**src/rtl/core/sitd_pkg.sv**
```systemverilog
// ----------------------------------------------------------------------------
// sitd_pkg
// Shared types, constants and the reciprocal table of the integer-to-text
// converter.
// ----------------------------------------------------------------------------
package sitd_pkg;

   localparam int MAX_RADIX   = 16;
   localparam int RADIX_W     = $clog2(MAX_RADIX + 1);
   localparam int SYM_W       = 8;
   localparam int ALPHA_W     = SYM_W * MAX_RADIX;
   localparam int HALF_W      = ALPHA_W / 2;
   localparam int DIGIT_W     = $clog2(MAX_RADIX);
   localparam int VALUE_W     = 32;
   localparam int PROD_W      = 2 * VALUE_W;
   localparam int STACK_DEPTH = VALUE_W;
   localparam int STACK_AW    = $clog2(STACK_DEPTH);
   localparam int CNT_W       = $clog2(STACK_DEPTH + 1);
   localparam int QUEUE_DEPTH = 2;
   localparam int QUEUE_AW    = $clog2(QUEUE_DEPTH);
   localparam int QUEUE_CW    = $clog2(QUEUE_DEPTH + 1);

   localparam int CSR_DATA_W  = 64;
   localparam int CSR_ADDR_W  = 5;
   localparam int CSR_IDX_LSB = 3;
   localparam int CSR_IDX_W   = CSR_ADDR_W - CSR_IDX_LSB;

   localparam logic [CSR_IDX_W-1:0] CSR_RADIX    = 2'd0;
   localparam logic [CSR_IDX_W-1:0] CSR_ALPHA_LO = 2'd1;
   localparam logic [CSR_IDX_W-1:0] CSR_ALPHA_HI = 2'd2;

   localparam logic [RADIX_W-1:0] RADIX_RESET    = 5'd10;
   localparam logic [HALF_W-1:0]  ALPHA_LO_RESET = 64'h3736_3534_3332_3130;
   localparam logic [HALF_W-1:0]  ALPHA_HI_RESET = 64'h0000_0000_0000_3938;

   localparam logic [SYM_W-1:0] CHAR_MINUS = 8'h2D;
   localparam logic [SYM_W-1:0] CHAR_PLUS  = 8'h2B;
   localparam logic [SYM_W-1:0] CHAR_NUL   = 8'h00;

   typedef struct packed {
      logic [RADIX_W-1:0] radix;
      logic [ALPHA_W-1:0] alphabet;
   } sitd_cfg_type;

   typedef struct packed {
      logic               invalid;
      logic               neg;
      logic [VALUE_W-1:0] mag;
   } sitd_job_type;

   // floor(2^32 / n); the product then lands at most one below the quotient
   function automatic logic [VALUE_W-1:0] sitd_recip(input logic [RADIX_W-1:0] n);
      logic [VALUE_W-1:0] r;
      case (n)
         5'd2:    r = 32'h8000_0000;
         5'd3:    r = 32'h5555_5555;
         5'd4:    r = 32'h4000_0000;
         5'd5:    r = 32'h3333_3333;
         5'd6:    r = 32'h2AAA_AAAA;
         5'd7:    r = 32'h2492_4924;
         5'd8:    r = 32'h2000_0000;
         5'd9:    r = 32'h1C71_C71C;
         5'd10:   r = 32'h1999_9999;
         5'd11:   r = 32'h1745_D174;
         5'd12:   r = 32'h1555_5555;
         5'd13:   r = 32'h13B1_3B13;
         5'd14:   r = 32'h1249_2492;
         5'd15:   r = 32'h1111_1111;
         5'd16:   r = 32'h1000_0000;
         default: r = '0;
      endcase
      return r;
   endfunction

endpackage

```
**src/rtl/core/sitd_front.sv**
```systemverilog
// ----------------------------------------------------------------------------
// sitd_front
// Request side: takes a value, splits off sign and magnitude and checks the
// digit alphabet, then hands the request to the job queue.
// ----------------------------------------------------------------------------
module sitd_front (
   input  logic                          req_push,
   output logic                          req_full,
   input  logic [sitd_pkg::VALUE_W-1:0]  req_value,
   input  sitd_pkg::sitd_cfg_type        cfg,
   output logic                          q_push,
   input  logic                          q_full,
   output sitd_pkg::sitd_job_type        job
);
   import sitd_pkg::*;

   logic alpha_ok;

   always_comb begin
      logic [SYM_W-1:0] sym;
      sym      = '0;
      alpha_ok = (cfg.radix >= RADIX_W'(2)) && (cfg.radix <= RADIX_W'(MAX_RADIX));
      for (int i = 0; i < MAX_RADIX; i++) begin
         if (RADIX_W'(i) < cfg.radix) begin
            sym = cfg.alphabet[SYM_W*i +: SYM_W];
            if (sym == CHAR_NUL || sym == CHAR_PLUS || sym == CHAR_MINUS) begin
               alpha_ok = 1'b0;
            end
            // pairwise compare against every later symbol in use
            for (int j = i + 1; j < MAX_RADIX; j++) begin
               if (RADIX_W'(j) < cfg.radix && cfg.alphabet[SYM_W*j +: SYM_W] == sym) begin
                  alpha_ok = 1'b0;
               end
            end
         end
      end
   end

   always_comb begin
      job.invalid = !alpha_ok;
      job.neg     = req_value[VALUE_W-1];
      job.mag     = req_value[VALUE_W-1] ? (~req_value + VALUE_W'(1)) : req_value;
   end

   assign req_full = q_full;
   assign q_push   = req_push && !q_full;

endmodule

```
**src/rtl/core/sitd_queue.sv**
```systemverilog
// ----------------------------------------------------------------------------
// sitd_queue
// Short job queue between the request side and the conversion engine.
// ----------------------------------------------------------------------------
module sitd_queue (
   input  logic                   clock,
   input  logic                   reset,
   input  logic                   push,
   input  sitd_pkg::sitd_job_type push_job,
   output logic                   full,
   input  logic                   pop,
   output logic                   empty,
   output sitd_pkg::sitd_job_type head_job
);
   import sitd_pkg::*;

   sitd_job_type          slot_ff [QUEUE_DEPTH];
   logic [QUEUE_AW-1:0]   wr_ptr_ff, wr_ptr_in;
   logic [QUEUE_AW-1:0]   rd_ptr_ff, rd_ptr_in;
   logic [QUEUE_CW-1:0]   count_ff, count_in;
   logic                  do_push, do_pop;

   assign full     = (count_ff == QUEUE_CW'(QUEUE_DEPTH));
   assign empty    = (count_ff == '0);
   assign head_job = slot_ff[rd_ptr_ff];
   assign do_push  = push && !full;
   assign do_pop   = pop && !empty;

   always_comb begin
      wr_ptr_in = do_push ? wr_ptr_ff + QUEUE_AW'(1) : wr_ptr_ff;
      rd_ptr_in = do_pop  ? rd_ptr_ff + QUEUE_AW'(1) : rd_ptr_ff;
      count_in  = count_ff;
      if (do_push && !do_pop) begin
         count_in = count_ff + QUEUE_CW'(1);
      end else if (do_pop && !do_push) begin
         count_in = count_ff - QUEUE_CW'(1);
      end
   end

   always_ff @(posedge clock) begin
      if (reset) begin
         wr_ptr_ff <= '0;
         rd_ptr_ff <= '0;
         count_ff  <= '0;
      end else begin
         wr_ptr_ff <= wr_ptr_in;
         rd_ptr_ff <= rd_ptr_in;
         count_ff  <= count_in;
      end
   end

   always_ff @(posedge clock) begin
      if (do_push) begin
         slot_ff[wr_ptr_ff] <= push_job;
      end
   end

endmodule

```
**src/rtl/core/sitd_back.sv**
```systemverilog
// ----------------------------------------------------------------------------
// sitd_back
// Conversion engine: peels digits off the magnitude with a reciprocal
// multiply and remainder fix-up, stacks them, then plays the text out most
// significant digit first through the result register.
// ----------------------------------------------------------------------------
module sitd_back (
   input  logic                         clock,
   input  logic                         reset,
   input  sitd_pkg::sitd_cfg_type       cfg,
   input  logic                         q_empty,
   output logic                         q_pop,
   input  sitd_pkg::sitd_job_type       job,
   output logic                         rsp_empty,
   input  logic                         rsp_pop,
   output logic [sitd_pkg::SYM_W-1:0]   rsp_character,
   output logic                         rsp_last,
   output logic                         rsp_alphabet_invalid
);
   import sitd_pkg::*;

   localparam logic [1:0] ST_IDLE = 2'd0;
   localparam logic [1:0] ST_MUL  = 2'd1;
   localparam logic [1:0] ST_FIX  = 2'd2;
   localparam logic [1:0] ST_EMIT = 2'd3;

   logic [1:0]          state_ff, state_in;
   logic [VALUE_W-1:0]  mag_ff, mag_in;
   logic [PROD_W-1:0]   prod_ff, prod_in;
   logic [CNT_W-1:0]    cnt_ff, cnt_in;
   logic                neg_ff, neg_in;
   logic                inv_ff, inv_in;
   logic                out_valid_ff, out_valid_in;
   logic [SYM_W-1:0]    out_char_ff, out_char_in;
   logic                out_last_ff, out_last_in;
   logic                out_inv_ff, out_inv_in;
   logic [DIGIT_W-1:0]  stack_ff [STACK_DEPTH];

   logic                stack_we;
   logic [VALUE_W-1:0]  quot_est, quot;
   logic [RADIX_W-1:0]  qn_lo, rem_est, rem;
   logic                rem_over;
   logic [STACK_AW-1:0] top_idx;
   logic [DIGIT_W-1:0]  top_digit;
   logic                out_free;

   // estimate is the quotient or one below it, so the remainder fits the
   // low bits and one compare-subtract repairs it
   always_comb begin
      quot_est = prod_ff[PROD_W-1 -: VALUE_W];
      qn_lo    = RADIX_W'(quot_est[RADIX_W-1:0] * cfg.radix);
      rem_est  = mag_ff[RADIX_W-1:0] - qn_lo;
      rem_over = (rem_est >= cfg.radix);
      rem      = rem_over ? rem_est - cfg.radix : rem_est;
      quot     = quot_est + VALUE_W'(rem_over);
   end

   assign top_idx   = STACK_AW'(cnt_ff - CNT_W'(1));
   assign top_digit = stack_ff[top_idx];
   assign out_free  = !out_valid_ff || rsp_pop;

   always_comb begin
      state_in     = state_ff;
      mag_in       = mag_ff;
      prod_in      = prod_ff;
      cnt_in       = cnt_ff;
      neg_in       = neg_ff;
      inv_in       = inv_ff;
      out_valid_in = out_valid_ff && !rsp_pop;
      out_char_in  = out_char_ff;
      out_last_in  = out_last_ff;
      out_inv_in   = out_inv_ff;
      q_pop        = 1'b0;
      stack_we     = 1'b0;
      case (state_ff)
         ST_IDLE: begin
            if (!q_empty) begin
               q_pop    = 1'b1;
               mag_in   = job.mag;
               neg_in   = job.neg;
               inv_in   = job.invalid;
               cnt_in   = '0;
               state_in = job.invalid ? ST_EMIT : ST_MUL;
            end
         end
         ST_MUL: begin
            prod_in  = PROD_W'(mag_ff) * PROD_W'(sitd_recip(cfg.radix));
            state_in = ST_FIX;
         end
         ST_FIX: begin
            stack_we = 1'b1;
            cnt_in   = cnt_ff + CNT_W'(1);
            mag_in   = quot;
            state_in = (quot == '0) ? ST_EMIT : ST_MUL;
         end
         ST_EMIT: begin
            if (out_free) begin
               out_valid_in = 1'b1;
               if (inv_ff) begin
                  out_char_in = CHAR_NUL;
                  out_last_in = 1'b1;
                  out_inv_in  = 1'b1;
                  state_in    = ST_IDLE;
               end else if (neg_ff) begin
                  out_char_in = CHAR_MINUS;
                  out_last_in = 1'b0;
                  out_inv_in  = 1'b0;
                  neg_in      = 1'b0;
               end else begin
                  out_char_in = cfg.alphabet[SYM_W*top_digit +: SYM_W];
                  out_last_in = (cnt_ff == CNT_W'(1));
                  out_inv_in  = 1'b0;
                  cnt_in      = cnt_ff - CNT_W'(1);
                  if (cnt_ff == CNT_W'(1)) begin
                     state_in = ST_IDLE;
                  end
               end
            end
         end
         default: begin
            state_in = ST_IDLE;
         end
      endcase
   end

   always_ff @(posedge clock) begin
      if (reset) begin
         state_ff     <= ST_IDLE;
         cnt_ff       <= '0;
         out_valid_ff <= 1'b0;
      end else begin
         state_ff     <= state_in;
         cnt_ff       <= cnt_in;
         out_valid_ff <= out_valid_in;
      end
   end

   always_ff @(posedge clock) begin
      mag_ff      <= mag_in;
      prod_ff     <= prod_in;
      neg_ff      <= neg_in;
      inv_ff      <= inv_in;
      out_char_ff <= out_char_in;
      out_last_ff <= out_last_in;
      out_inv_ff  <= out_inv_in;
      if (stack_we) begin
         stack_ff[cnt_ff[STACK_AW-1:0]] <= DIGIT_W'(rem);
      end
   end

   assign rsp_empty            = !out_valid_ff;
   assign rsp_character        = out_char_ff;
   assign rsp_last             = out_last_ff;
   assign rsp_alphabet_invalid = out_inv_ff;

endmodule

```
**src/rtl/core/signed_integer_to_radix_digits_top.sv**
```systemverilog
// ----------------------------------------------------------------------------
// signed_integer_to_radix_digits_top
// Signed 32-bit integer to text in a programmable radix and digit alphabet.
// ----------------------------------------------------------------------------
// Each request is a signed value; the response is its text, one character
// per response, a leading '-' for negative values, last set on the final
// digit. An alphabet that is shorter than two symbols, longer than 16, or
// holds a zero byte, '+', '-' or a repeat gives one response with
// alphabet_invalid set and character zero. Requests enter a two-deep queue;
// the engine takes one at a time. Each digit passes the reciprocal-multiply
// divider in two steps (multiply, then remainder fix-up); the characters
// then leave through the result register, the sign first.
// Registers: radix_length at 0x00, alphabet_lower at 0x08, alphabet_upper
// at 0x10, 64-bit data; write them only while the block is idle.
// ----------------------------------------------------------------------------
module signed_integer_to_radix_digits_top (
   input  logic                             clock,
   input  logic                             reset,
   input  logic                             req_push,
   output logic                             req_full,
   input  logic signed [31:0]               req_value,
   output logic                             rsp_empty,
   input  logic                             rsp_pop,
   output logic [7:0]                       rsp_character,
   output logic                             rsp_last,
   output logic                             rsp_alphabet_invalid,
   input  logic                             csr_psel,
   input  logic                             csr_penable,
   input  logic                             csr_pwrite,
   input  logic [sitd_pkg::CSR_ADDR_W-1:0]  csr_paddr,
   input  logic [sitd_pkg::CSR_DATA_W-1:0]  csr_pwdata,
   output logic [sitd_pkg::CSR_DATA_W-1:0]  csr_prdata,
   output logic                             csr_pready
);
   import sitd_pkg::*;

   logic [RADIX_W-1:0]   radix_ff;
   logic [HALF_W-1:0]    alpha_lo_ff, alpha_hi_ff;
   logic                 csr_wr;
   logic [CSR_IDX_W-1:0] csr_idx;
   sitd_cfg_type         cfg;

   logic                 q_push, q_full, q_pop, q_empty;
   sitd_job_type         push_job, head_job;

   assign csr_pready = 1'b1;
   assign csr_wr     = csr_psel && csr_penable && csr_pwrite;
   assign csr_idx    = csr_paddr[CSR_ADDR_W-1:CSR_IDX_LSB];

   always_ff @(posedge clock) begin
      if (reset) begin
         radix_ff    <= RADIX_RESET;
         alpha_lo_ff <= ALPHA_LO_RESET;
         alpha_hi_ff <= ALPHA_HI_RESET;
      end else if (csr_wr) begin
         case (csr_idx)
            CSR_RADIX:    radix_ff    <= csr_pwdata[RADIX_W-1:0];
            CSR_ALPHA_LO: alpha_lo_ff <= csr_pwdata[HALF_W-1:0];
            CSR_ALPHA_HI: alpha_hi_ff <= csr_pwdata[HALF_W-1:0];
            default: begin
            end
         endcase
      end
   end

   always_comb begin
      case (csr_idx)
         CSR_RADIX:    csr_prdata = CSR_DATA_W'(radix_ff);
         CSR_ALPHA_LO: csr_prdata = CSR_DATA_W'(alpha_lo_ff);
         CSR_ALPHA_HI: csr_prdata = CSR_DATA_W'(alpha_hi_ff);
         default:      csr_prdata = '0;
      endcase
   end

   assign cfg.radix    = radix_ff;
   assign cfg.alphabet = {alpha_hi_ff, alpha_lo_ff};

   sitd_front u_front (
      .req_push  (req_push),
      .req_full  (req_full),
      .req_value (req_value),
      .cfg       (cfg),
      .q_push    (q_push),
      .q_full    (q_full),
      .job       (push_job)
   );

   sitd_queue u_queue (
      .clock    (clock),
      .reset    (reset),
      .push     (q_push),
      .push_job (push_job),
      .full     (q_full),
      .pop      (q_pop),
      .empty    (q_empty),
      .head_job (head_job)
   );

   sitd_back u_back (
      .clock                (clock),
      .reset                (reset),
      .cfg                  (cfg),
      .q_empty              (q_empty),
      .q_pop                (q_pop),
      .job                  (head_job),
      .rsp_empty            (rsp_empty),
      .rsp_pop              (rsp_pop),
      .rsp_character        (rsp_character),
      .rsp_last             (rsp_last),
      .rsp_alphabet_invalid (rsp_alphabet_invalid)
   );

   // a flagged response stands alone and carries no character
   a_invalid_alone: assert property (@(posedge clock) disable iff (reset)
      (!rsp_empty && rsp_alphabet_invalid) |-> (rsp_last && rsp_character == CHAR_NUL))
      else $error("invalid-alphabet response is not a lone empty item");

   // a sign is always followed by at least one digit
   a_sign_not_last: assert property (@(posedge clock) disable iff (reset)
      (!rsp_empty && !rsp_alphabet_invalid && rsp_character == CHAR_MINUS) |-> !rsp_last)
      else $error("minus sign marked as final character");

   // nothing is offered straight after reset
   a_empty_after_reset: assert property (@(posedge clock)
      reset |=> rsp_empty)
      else $error("response offered right after reset");

endmodule

```
**config.mk**
```make
export PLATFORM = sky130hd
export DESIGN_NAME = signed_integer_to_radix_digits_top
export DESIGN_NICKNAME = d
export VERILOG_FILES = /design/src/rtl/core/sitd_pkg.sv /design/src/rtl/core/sitd_front.sv /design/src/rtl/core/sitd_queue.sv /design/src/rtl/core/sitd_back.sv /design/src/rtl/core/signed_integer_to_radix_digits_top.sv
export SDC_FILE = /design/constraint.sdc
export NUM_CORES = 2
export LEC_CHECK = 0
export BUFFER_PORTS_ARGS = -buffer_cell sky130_fd_sc_hd__clkbuf_2
export CAP_MARGIN = 40
export CORE_MARGIN = 2
export CORE_UTILIZATION = 25
export DETAILED_ROUTE_END_ITERATION = 12
export GPL_TIMING_DRIVEN = 0
export REMOVE_ABC_BUFFERS = 1
export SYNTH_ARGS = -nofsm -noshare
export SYNTH_HDL_FRONTEND = slang
export SYNTH_HIERARCHICAL = 1
export SYNTH_SLANG_ARGS = --single-unit
```
**constraint.sdc**
```tcl
create_clock -name clock -period 9.2 [get_ports clock]
set_clock_uncertainty 0.15 [all_clocks]
set_input_delay 1.84 -clock clock [delete_from_list [all_inputs] [get_ports clock]]
set_output_delay 1.84 -clock clock [all_outputs]
set_load 0.005 [all_outputs]
```
Word level (Yosys, flattened, before mapping)
Memories as Yosys holds them, arrays and structs flattened. A register that Yosys moved wholly into a read port is not among the register bits.
Index checks and enable logic that the tools add are counted.
- output and inout port bits: 77
- register bits: 254
- RAM bits: 196
- bits in read-only memories: 1024
- word-level logic and storage cells: 615
- memories: 3
- eq/ne operators: 165
- shift operators: 1
- $lt $le $gt $ge: 19
- multiplexer cells: 193
- add/sub/neg operators: 10
- reduce and logical (&&, ||, !) cells: 203
- multiply operators: 2
- bitwise logic cells: 2
- memories (memory ; depth ; width ; read ports ; clocked after Yosys merged registers in ; wr ports ; RTL line ; RTL):
    (no name shown) ; 32 ; 32 ; 1 ; 1 ; 0 ; sitd_pkg.sv:54 ; case (n)
    u_back.stack_ff ; 32 ; 4 ; 1 ; 0 ; 1 ; sitd_back.sv:37 ; logic [DIGIT_W-1:0] stack_ff [STACK_DEPTH];
    u_queue.slot_ff ; 2 ; 34 ; 1 ; 1 ; 1 ; sitd_queue.sv:17 ; sitd_job_type slot_ff [QUEUE_DEPTH];
- operator list (kind ; count):
    $eq 8x8->1 ; 120
    $eq 8x6->1 const B ; 32
    $pmux 64 s3 ; 1
    $mux 1 ; 168
    $logic_and 1x1->1 ; 129
    $logic_not 8->1 ; 16
    $shiftx 128x8->8 ; 1
    $mux 32 ; 3
    $mul 32x32->64 ; 1
    $pmux 32 s2 ; 1
    $lt 4x5->1 const A ; 8
    $logic_or 1x1->1 ; 33
    $add 32x1->32 ; 1
    $add 32x1->32 const B ; 1
    $logic_not 32->1 ; 1
    $not 32->32 ; 1
    $mux 6 ; 5
    $lt 3x5->1 const A ; 4
    $mux 2 ; 9
    $pmux 6 s3 ; 1
    $reduce_and 2->1 ; 6
    $lt 1x5->1 const A ; 2
    $lt 2x5->1 const A ; 2
    $mux 5 ; 2
    other kinds (29) ; 47

Depth between registers and ports, before layout
- depth after elaboration: 156
- mapped depth: 35
- mapped depth without buffers: 33

Modules after synthesis
The synthesis kept the hierarchy.
- by module, submodules not included (module ; area an instance (um2) ; instances ; seq. area each (um2) ; cells an instance):
    sitd_back ; 41786.3 ; 1 ; 6306.0 ; 4057
    sitd_front ; 13289.0 ; 1 ; 0.0 ; 1836
    signed_integer_to_radix_digits_top ; 6303.5 ; 1 ; 2662.6 ; 631
    sitd_queue ; 2662.6 ; 1 ; 2142.1 ; 131

Least setup slack after synthesis
No wires, ideal clock.
- path kind: flip-flop to flip-flop
- from: register, netlist name radix_ff[0]
- to: register u_back.prod_ff[63], data pin
- library setup time: 263 ps
- path buffers: 2
- arrival time: 8447 ps
- setup slack: 341 ps
- stages on the path, launching flop included: 30
- cell sequence: dfxtp_1 clkbuf_1 inv_1 ha_1 mux2_2 a221oi_1 clkbuf_1 and2_1 fa_1 fa_1 inv_1 fa_1 fa_1 inv_1 fa_1 fa_1 fa_1 fa_1 ha_1 a21o_1 a21o_1 a21o_1 a311oi_1 o22a_1 a211o_1 nand3_1 a221o_1 and4_1 o41ai_2 xnor2_1
- RTL lines (what ; RTL line ; RTL):
    end signal, assigned ; sitd_back.sv:140 ; prod_ff <= prod_in;
    end, declared ; sitd_back.sv:29 ; logic [PROD_W-1:0] prod_ff, prod_in;

==> flow_metrics.env <==
export IMPL_tightest_slew_ns=0.955
export IMPL_synth_seq_cells=419
export IMPL_slew_headroom_pct=34.7
export IMPL_synth_area_leader_cell="fa_1"
export IMPL_grt_overflow=0
export IMPL_setup_viol=0
export IMPL_track_usage_pct=17.5
export IMPL_register_area_um2=11100
export IMPL_antenna_found_initial=21
export IMPL_die_y_um=510
export IMPL_htreeDepth=2
export IMPL_core_area_um2=254000
export IMPL_synthFlopType="edfxtp_1"
export IMPL_ys_seq_area_share_pct=17.3
export IMPL_final_area_um2=75100
export IMPL_r2r_start="radix_ff[1]$_SDFFE_PP1P_"
export IMPL_synth_area_um2=64000
export IMPL_clk_insertion_delay_late_ns=0.63
export IMPL_grt_pass1_wl_mm=345
export IMPL_clk_path_buf_depth=3
export IMPL_detailedPlace_worstSlack_ns=-1.83
export IMPL_drc=0
export IMPL_synthArstFlopShare_pct=0
export IMPL_gp_congestion=0.941
export IMPL_yosys_top_cells_area="fa_1 28%, edfxtp_1 13%, xnor2_1 9.2%"
export IMPL_drt_total_wl_mm=233
export IMPL_final_period_utilization_pct=99.2
export IMPL_gr_usage_met3_pct=3.46
export IMPL_dieArea_um2=260000
export IMPL_cts_buffers=44
export IMPL_grtUsageMet1_pct=22.6
export IMPL_r2r_slack_ns=0.07
export IMPL_top_usage_layer="met2"
export IMPL_max_freq_ghz=0.110
export IMPL_row_count=185
export IMPL_avgViaCountPerCell=5.04
export IMPL_cts_tree="built"
export IMPL_grt_use_met2_pct=27.8
export IMPL_die_w_um=510
export IMPL_synth_distinct_cells=92
export IMPL_critPathKind="register to register"
export IMPL_yosys_warnings=6
export IMPL_syn_inst=6655
export IMPL_crit_arrival_ns=9.33
export IMPL_final_nets=7986
export IMPL_synth_avg_cell_area_um2=9.62
export IMPL_place_area_um2=71900
export IMPL_cp_slowest_cell="fa_1"
export IMPL_synth_top_cell_area_share_pct=28.1
export IMPL_hold_end="u_queue/wr_ptr_ff$_SDFFE_PP0P_"
export IMPL_path_clk_slew_ns=0.06
export IMPL_final_max_slew_viol_count=0
export IMPL_status="finished clean"
export IMPL_period_needed_ns=9.13
export IMPL_vias=50885
export IMPL_wl_per_cell_um=23.1
export IMPL_setup_tns_ns=0
export IMPL_crit_required_ns=9.40
export IMPL_hpwl_mm=180
export IMPL_worstSetupEndpointType="register"
export IMPL_grt_max_degree=124
export IMPL_critPathLaunchType="register"
export IMPL_finalHoldViolations=0
export IMPL_cts_root_buffer="clkbuf_16"
export IMPL_cp_max_fo=10
export IMPL_cp_top_family="adder cells"
export IMPL_drtIter0Drc=5881
export IMPL_worst_slack_ns=0.0716
export IMPL_multiInputGateArea_um2=48100
export IMPL_r2r_cells=33
export IMPL_synth_edff_count=272
export IMPL_crit_buf_inv=8
export IMPL_ios=185
export IMPL_synthTopCellsByCount="903 x inv_1, 899 x fa_1, 674 x xnor2_1"
export IMPL_r2r_end="u_back/prod_ff[54]$_DFFE_PP_"
export IMPL_hp_start="u_queue/wr_ptr_ff$_SDFFE_PP0P_"
export IMPL_port_buffers=180
export IMPL_hold_slack_ns=0.340
export IMPL_worstHoldPathCells=2
export IMPL_start_util_pct=25.2
export IMPL_cts_sinks=419
export IMPL_yosysMostFrequentCell="inv_1"
export IMPL_min_path_type="register to register"
export IMPL_syn_to_final_growth_pct=17.3
export IMPL_drive_gt1_share_pct=13.0
export IMPL_crit_start="radix_ff[1]$_SDFFE_PP1P_"
export IMPL_cap_violations=0
export IMPL_first_pass_iters=5
export IMPL_grt_pass1_vias=53384
export IMPL_ant_nets=0
export IMPL_crit_path_frequent_cell="fa_1"
export IMPL_max_stage_delay_ns=0.56
export IMPL_fillers=25930
## kinds of logic after synthesis
kind of cell	count (synthesis)	share of synthesized area, %
buffers and inverters	1430	8.88
XOR/XNOR	1097	15.0
flip-flops	419	17.3
AO/OA/AOI/OAI	450	4.87
adder cells (fa/ha/maj)	1185	33.7
multiplexers	300	5.46
AND/OR/NAND/NOR	1773	14.7
other	1	0.00586
## worst reg2reg max path, delay by kind of cell, from the launching register on
family                     cells  cell delay (ns)
AOI/OAI and AO/OA              9             1.96
buffers and inverters          8             1.00
DFF                            1             0.47
adders and majority gates     10             4.45
xor gates and xnor gates       1             0.16
and+or+nand+nor                5             0.69
## cell usage in the layout, fill, tap and decap left out, types with 36 or more instances in the layout
| cell type | n |
|---|---|
| nor3_1 | 91 |
| a211oi_1 | 36 |
| nand2b_1 | 160 |
| buf_12 | 41 |
| nor4_1 | 117 |
| mux2i_1 | 223 |
| xnor2_1 | 673 |
| nand3_1 | 69 |
| clkbuf_16 | 49 |
| fa_1 | 863 |
| nand2_1 | 432 |
| nand4_1 | 178 |
| a21oi_1 | 77 |
| edfxtp_1 | 272 |
| o21ai_0 | 77 |
| and2_1 | 370 |
| buf_16 | 96 |
| clkbuf_2 | 179 |
| a22o_1 | 60 |
| nor2_1 | 187 |
| buf_4 | 79 |
| xor2_1 | 421 |
| buf_8 | 82 |
| dfxtp_1 | 126 |
| inv_1 | 891 |
| mux2_2 | 39 |
| fa_2 | 36 |
| ha_1 | 272 |
## layer usage
metal	up-vias	wire (µm)
met4	10	13500
met3	797	22000
met5	-	62
met1	25701	92000
met2	2980	106000
li1	21397	-
## sequential cells by signal, indices dropped and copies added (netlist names), 6 cells and up, named ones only
signal                count
alpha_hi_ff              64
u_back/rsp_character      8
u_back/prod_ff           32
alpha_lo_ff              64
u_queue/slot_ff          68
u_back/mag_ff            32
u_back/cnt_ff             6
u_back/stack_ff         128
## repair_timing
action | 4_1_cts | 5_1_grt
pin swaps | 17 | 71
endpoints found under the hold margin | 0 | 0
hold buffers | 0 | 0
setup endpoints to repair | 32 | 18
buffers inserted | 43 | 51
gates cloned | 3 | 5
gates resized for setup | 54 | 115
## final cells by class
cell class	count	area share, %
Clock buffer	57	1.60
Timing Repair Buffer	517	8.97
Multi-Input combinational cell	4807	64.1
Sequential cell	419	14.8
Tap cell	3366	5.61
Clock inverter	25	0.347
Inverter	904	4.54
Antenna cell	11	0.0367
## worst max path at each step
stage / slack [ns] / depth (start not counted) / endpoint
floorplan: -0.94 / 26 / u_back/prod_ff[63]$_DFFE_PP_
global placement: -7.36 / 26 / u_back/prod_ff[60]$_DFFE_PP_
detailed placement: -1.83 / 29 / u_back/prod_ff[60]$_DFFE_PP_
CTS: 0.005 / 31 / u_back/prod_ff[57]$_DFFE_PP_
global route: -0.08 / 32 / u_back/prod_ff[63]$_DFFE_PP_
finish: 0.07 / 33 / u_back/prod_ff[54]$_DFFE_PP_
## stage by stage
| step | util, % | std cells |
|---|---|---|
| 2_1_floorplan | - | 6129 |
| 3_3_place_gp | 26.3 | 9675 |
| 3_5_place_dp | 28.3 | 9910 |
| 4_1_cts | 29.1 | 10038 |
| 5_1_grt | 29.5 | 10104 |
| 6_report | 29.5 | 10106 |
Power is left out: the tool's default activity adds up to more than one toggle a clock period on the data nets, which glitch-free logic cannot reach.
